$ cat src/rtl/cjv_pkg.sv
`timescale 1ns / 1ps
`default_nettype none

package cjv_pkg;

  // Port widths
  localparam int DIR_W   = 16;
  localparam int DEV_W   = 24;
  localparam int ACC_W   = 32;
  localparam int SPEED_W = 32;
  localparam int KIND_W  = 2;
  localparam int ADDR_W  = 4;
  localparam int DATA_W  = 32;

  // Internal datapath widths
  localparam int DOT_W  = 32;              // one signed Q1.15 x Q1.15 product
  localparam int COS_W  = 34;              // signed Q2.30 cosine with headroom
  localparam int AXP_W  = DIR_W + DEV_W;   // |u| * dev
  localparam int P_W    = 24;              // per-axis deviation term, Q.16
  localparam int SQR_W  = 2 * P_W;
  localparam int SUM_W  = SQR_W + 2;
  localparam int X_W    = 30;              // (1 - cos) / 2, Q.30
  localparam int NORM_W = 25;
  localparam int FRAC_W = 30;              // half-angle sine, Q.30
  localparam int NUM_W  = NORM_W + FRAC_W;
  localparam int DEN_W  = 31;
  localparam int QUO_W  = 36;
  localparam int DIV_EXT_W = DEN_W + QUO_W - 1;
  localparam int RAD_LO_W  = 32;
  localparam int RAD_HI_W  = QUO_W - RAD_LO_W;
  localparam int PROD_W    = QUO_W + ACC_W;

  // Square root unit: one root bit per stage
  localparam int SQ_RAD_W  = 64;
  localparam int SQ_ROOT_W = SQ_RAD_W / 2;
  localparam int SQ_REM_W  = SQ_ROOT_W + 2;
  localparam int SQ_STAGES = SQ_ROOT_W;

  // Edges from the first stage register to the output register
  localparam int PIPE_LAT = 3 + SQ_STAGES + 2 + QUO_W + 2 + SQ_STAGES + 1;

  localparam logic signed [COS_W-1:0] COS_LIMIT  = 34'sd1063004406;
  localparam logic signed [COS_W-1:0] ONE_COS    = 34'sd1073741824;
  localparam logic [SQ_ROOT_W-1:0]    ONE_Q30    = 32'd1073741824;
  localparam logic [SPEED_W-1:0]      STRAIGHT   = 32'd2560000000;
  localparam logic [PROD_W-1:0]       STRAIGHT_SQ = 68'd6553600000000000000;

  localparam logic [DEV_W-1:0] DEV_RESET = 24'd3277;
  localparam logic [ACC_W-1:0] ACC_RESET = 32'd100000;

  typedef enum logic [KIND_W-1:0] {
    KIND_COMPUTED = 2'd0,
    KIND_STRAIGHT = 2'd1,
    KIND_REVERSAL = 2'd2
  } kind_e;

  typedef enum logic [1:0] {
    REG_DEV_X = 2'd0,
    REG_DEV_Y = 2'd1,
    REG_DEV_Z = 2'd2,
    REG_ACCEL = 2'd3
  } reg_e;

  // Sideband that rides through the iterative units
  typedef struct packed {
    kind_e kind;
    logic  sat;
  } tag_t;

endpackage

`default_nettype wire

$ cat src/rtl/cjv_sqrt.sv
`timescale 1ns / 1ps
`default_nettype none

// Pipelined integer square root, floor, one root bit per stage.
module cjv_sqrt (
  input  logic                            clk_i,
  input  logic                            rst_ni,
  input  logic                            valid_i,
  input  logic [cjv_pkg::SQ_RAD_W-1:0]    rad_i,
  input  cjv_pkg::tag_t                   tag_i,
  output logic                            valid_o,
  output logic [cjv_pkg::SQ_ROOT_W-1:0]   root_o,
  output cjv_pkg::tag_t                   tag_o
);

  typedef struct packed {
    logic [cjv_pkg::SQ_REM_W-1:0]  rem;
    logic [cjv_pkg::SQ_ROOT_W-1:0] root;
    logic [cjv_pkg::SQ_RAD_W-1:0]  rad;
    cjv_pkg::tag_t                 tag;
  } sq_stage_t;

  sq_stage_t st_q [cjv_pkg::SQ_STAGES];
  sq_stage_t st_d [cjv_pkg::SQ_STAGES];
  logic [cjv_pkg::SQ_STAGES-1:0] vld_q;

  always_comb begin
    sq_stage_t src;
    logic [cjv_pkg::SQ_REM_W-1:0] rem_t;
    logic [cjv_pkg::SQ_REM_W-1:0] trial;
    for (int k = 0; k < cjv_pkg::SQ_STAGES; k++) begin
      if (k == 0) begin
        src.rem  = '0;
        src.root = '0;
        src.rad  = rad_i;
        src.tag  = tag_i;
      end else begin
        src = st_q[k-1];
      end
      // bring down the next two radicand bits
      rem_t = {src.rem[cjv_pkg::SQ_ROOT_W-1:0],
               src.rad[cjv_pkg::SQ_RAD_W-1 -: 2]};
      trial = {src.root, 2'b01};
      st_d[k].rad = {src.rad[cjv_pkg::SQ_RAD_W-3:0], 2'b00};
      st_d[k].tag = src.tag;
      if (rem_t >= trial) begin
        st_d[k].rem  = rem_t - trial;
        st_d[k].root = {src.root[cjv_pkg::SQ_ROOT_W-2:0], 1'b1};
      end else begin
        st_d[k].rem  = rem_t;
        st_d[k].root = {src.root[cjv_pkg::SQ_ROOT_W-2:0], 1'b0};
      end
    end
  end

  always_ff @(posedge clk_i or negedge rst_ni) begin
    if (!rst_ni) begin
      vld_q <= '0;
    end else begin
      vld_q <= {vld_q[cjv_pkg::SQ_STAGES-2:0], valid_i};
    end
  end

  always_ff @(posedge clk_i) begin
    for (int k = 0; k < cjv_pkg::SQ_STAGES; k++) begin
      st_q[k] <= st_d[k];
    end
  end

  assign valid_o = vld_q[cjv_pkg::SQ_STAGES-1];
  assign root_o  = st_q[cjv_pkg::SQ_STAGES-1].root;
  assign tag_o   = st_q[cjv_pkg::SQ_STAGES-1].tag;

endmodule

`default_nettype wire

$ cat config.mk
export PLATFORM = sky130hd
export DESIGN_NAME = cjv_sqrt
export DESIGN_NICKNAME = d
export VERILOG_FILES = /design/src/rtl/cjv_pkg.sv /design/src/rtl/cjv_sqrt.sv
export SDC_FILE = /design/constraint.sdc
export NUM_CORES = 2
export LEC_CHECK = 0
export BUFFER_PORTS_ARGS = -buffer_cell sky130_fd_sc_hd__buf_2
export CELL_PAD_IN_SITES_DETAIL_PLACEMENT = 1
export CELL_PAD_IN_SITES_GLOBAL_PLACEMENT = 2
export CORE_MARGIN = 8
export CORE_UTILIZATION = 42
export CTS_BUF_LIST = sky130_fd_sc_hd__clkbuf_16
export CTS_CLUSTER_DIAMETER = 40
export DETAILED_ROUTE_END_ITERATION = 16
export PLACE_DENSITY_LB_ADDON = 0.1
export SLEW_MARGIN = 20
export SYNTH_ARGS = -nofsm -noshare
export SYNTH_HDL_FRONTEND = slang
export SYNTH_MEMORY_MAX_BITS = 65536
export SYNTH_SLANG_ARGS = --single-unit
export TNS_END_PERCENT = 100
$ cat constraint.sdc
create_clock -name clk_i -period 4.36 [get_ports clk_i]
set_input_delay 0.872 -clock clk_i [delete_from_list [all_inputs] [get_ports clk_i]]
set_output_delay 0.872 -clock clk_i [all_outputs]
set_load 0.02 [all_outputs]
==> results.json <==
{
  "path_cells": "inv_1 -> ha_1 -> a21o_1 -> a21o_1 -> o311ai_0 -> a22oi_1 -> a311o_1 -> o311ai_0 -> nor4bb_1 -> xor2_1",
  "gp_congestion": 0.834,
  "first_iter_violations": 2547,
  "ant_nets": 0,
  "max_freq_mhz": 255,
  "critPathCaptureType": "register",
  "critPathLaunchType": "register",
  "crit_fanout": 4,
  "synth-seq-cells": 2593,
  "dieArea_um2": 238000,
  "slowest_delay_ns": 0.70,
  "die_w_um": 488,
  "min_period_ns": 3.92,
  "relSlewSlack_pct": 33.2,
  "critPathKind": "reg -> reg",
  "grt_max_degree": 57,
  "antenna_found_initial": 4,
  "synthCells": 9126,
  "instances_no_fill": 12781,
  "vias": 64192,
  "hold_viol_final": 0,
  "ys_seq_area_share_pct": 55.6,
  "cts_root_buffer": "clkbuf_16",
  "ys.flop_type": "dfxtp_1",
  "critPathSlowestCell": "o311ai_0",
  "grtUsageTotal_pct": 18.8,
  "r2r_end": "st_q[1][513]",
  "grt_pass1_wl_um": 365000,
  "core_um2": 222000,
  "wire_per_inst_um": 17.8,
  "setup_tns_ns": 0,
  "io-pin-count": 106,
  "finalCritPeriodShare_pct": 89.9,
  "cts_tree": "built",
  "r2r_slack_ns": 0.44,
  "synth_area_um2": 93600,
  "syn_area_per_cell_um2": 10.3,
  "yosys_warnings": 0,
  "drive_above_1_share_pct": 9.49,
  "start_util_pct": 42.2,
  "clock_sinks": 2593,
  "hold_class": "in -> reg",
  "io_buffers": 105,
  "async_flop_share_pct": 1.23,
  "synth_edf_count": 0,
  "whs_endpoint": "st_q[0][97]",
  "grt_setup_unrepaired": "false",
  "dp.cells": 12048,
  "synth.distinct_cells": 88,
  "ir_worst_vdd_mv": 0.355,
  "whs_ns": 0.114,
  "cts_max_path_buffers": 4,
  "power.leakage_nw": 51.7,
  "htree_levels": 5,
  "finalSetupViolCount": 0,
  "reg2reg_depth": 10,
  "gr-total-overflow": 0,
  "crit_arrival_ns": 4.73,
  "clock-skew-final_ns": 0.0732,
  "die_h_um": 488,
  "hold_depth": 2,
  "grt_pass1_vias": 68795,
  "pwr_density_cell_nw_per_um2": 637,
  "cts_buffers": 371,
  "drc": 0,
  "maxCapViolCount": 0,
  "syn_nets": 9757,
  "dp_hpwl_um": 170000,
  "hp-start": "rad_i[62]",
  "wl_um": 227000,
  "num_rows": 173,
  "clk_latency_ns": 0.96,
  "post_cts_resized": 0,
  "tightestPinTransition_ns": 1.00,
  "maxSlewViolCount": 0,
  "r2r_start": "st_q[1][330]",
  "required_ns": 5.17,
  "vias_per_cell": 5.02,
  "status": "finished clean",
  "startpoint": "st_q[1][330]",
  "area_delta_synth_final_pct": 17.8,
  "drtPass1Iterations": 5,
  "clk_pin_slew_ns": 0.05,
  "fin_nets": 10144,
  "totalPowerFinal_mw": 70.3
}
==> synth_stat cells, types with 169 or more instances <==
master / number / share of area [%]
nor2_1: 520 / 2.1
o21ai_0: 442 / 2.4
ha_1: 561 / 7.5
xnor2_1: 424 / 4.0
xor2_1: 347 / 3.2
nand2_1: 616 / 2.5
dfxtp_1: 2561 / 55
inv_1: 734 / 2.9
nor3_1: 240 / 1.3
a21oi_1: 556 / 3.0
nand3_1: 169 / 0.90
a21o_1: 232 / 1.9
==> worst max-delay path by stage <==
stage | to | slack (ns) | cells after the start
6_report | st_q[1][513] | 0.44 | 10
5_1_grt | st_q[1][513] | 0.07 | 10
4_1_cts | st_q[1][513] | 0.42 | 10
3_5_place_dp | st_q[1][513] | 0.55 | 10
3_3_place_gp | st_q[1][513] | 0.61 | 10
2_1_floorplan | st_q[1][768] | 1.12 | 10
==> metal layers <==
metal	GRT usage, %	vias to the layer above	wire length, µm
met5	0	-	13
met4	6.25	2	6510
met3	3.31	428	7900
met2	34.6	877	116000
met1	22.0	30751	96400
li1	-	32134	-
==> state kept, by name, summed over array words and instances, names as in the netlist <==
register	count
st_q	2561
vld_q	32
==> critical path: cells and delay by family (launching register included) <==
| kind | cells | cell delay, ns |
|---|---|---|
| xor+xnor | 1 | 0.20 |
| buf+inv | 1 | 0.05 |
| fa+ha+maj | 1 | 0.34 |
| simple gates | 1 | 0.45 |
| compound gates | 6 | 2.46 |
| flops | 1 | 0.34 |
==> cells in the final DEF (no fill, tap or decap), drive strengths merged, types with 32 or more instances in the layout <==
cell / Yosys / layout
o31ai: 53 / 53
o211ai: 48 / 48
nand4: 127 / 127
nand2: 616 / 616
xor2: 347 / 347
nand3b: 32 / 32
dfrtp: 32 / 32
o21bai: 52 / 52
clkinv: 2 / 106
or2: 46 / 46
nor3: 240 / 240
a31oi: 53 / 53
a211oi: 51 / 51
xnor2: 424 / 424
inv: 736 / 862
nand3: 169 / 169
a21o: 232 / 232
clkinvlp: 0 / 33
and2: 34 / 34
clkbuf: 151 / 374
nor2: 521 / 521
nor2b: 81 / 81
nand2b: 91 / 91
dlygate4sd3: 0 / 67
and3: 63 / 63
or4: 38 / 38
ha: 561 / 561
mux2: 91 / 91
a21oi: 556 / 556
o21a: 93 / 93
dfxtp: 2561 / 2561
buf: 60 / 158
nor4: 101 / 101
o21ai: 443 / 443
or3: 101 / 101
==> power by group <==
group	internal, mW	switching [mW]	leakage (nW)
Clock	17.4	11.1	6.00
Sequential	27.6	3.01	21.8
Combinational	4.94	6.22	23.9
==> timing repair <==
action                                 4_1_cts  5_1_grt
buffers inserted                             0        0
endpoints found under the hold margin       98        0
hold buffers                                67        0
setup endpoints to repair                    0        0
==> stage by stage <==
step / setup WS (ns) / utilization (%) / cell area (µm²)
after floorplan: 1.12 / - / 93600
after global placement: 0.606 / 43.9 / 97500
after detailed placement: 0.552 / 43.9 / 97500
after CTS: 0.421 / 49.7 / 110000
after global routing: 0.0702 / 49.7 / 110000
final: 0.442 / 49.7 / 110000
==> final cells by class <==
class	count	area (µm²)
sequential	2593	52100
tap	2975	3720
inverter	738	2770
fill	23958	112000
antenna	5	12.5
clock buffer	374	9360
clock inverter	287	2720
multi-input combinational	5584	38000
timing repair buffer	225	1630
==> cells by family (layout without fill, tap and decap cells) <==
kind of cell,after synthesis,in the layout,synth area share [%]
buffers and inverters,949,1624,3.96
muxes,103,103,1.22
and+or+nand+nor,2349,2349,12.5
other,1,6,0.00401
AOI/OAI and AO/OA,1799,1799,12.0
xor gates and xnor gates,771,771,7.21
DFF,2593,2593,55.6
adders and majority gates,561,561,7.50
(Power assumes the default switching activity.)
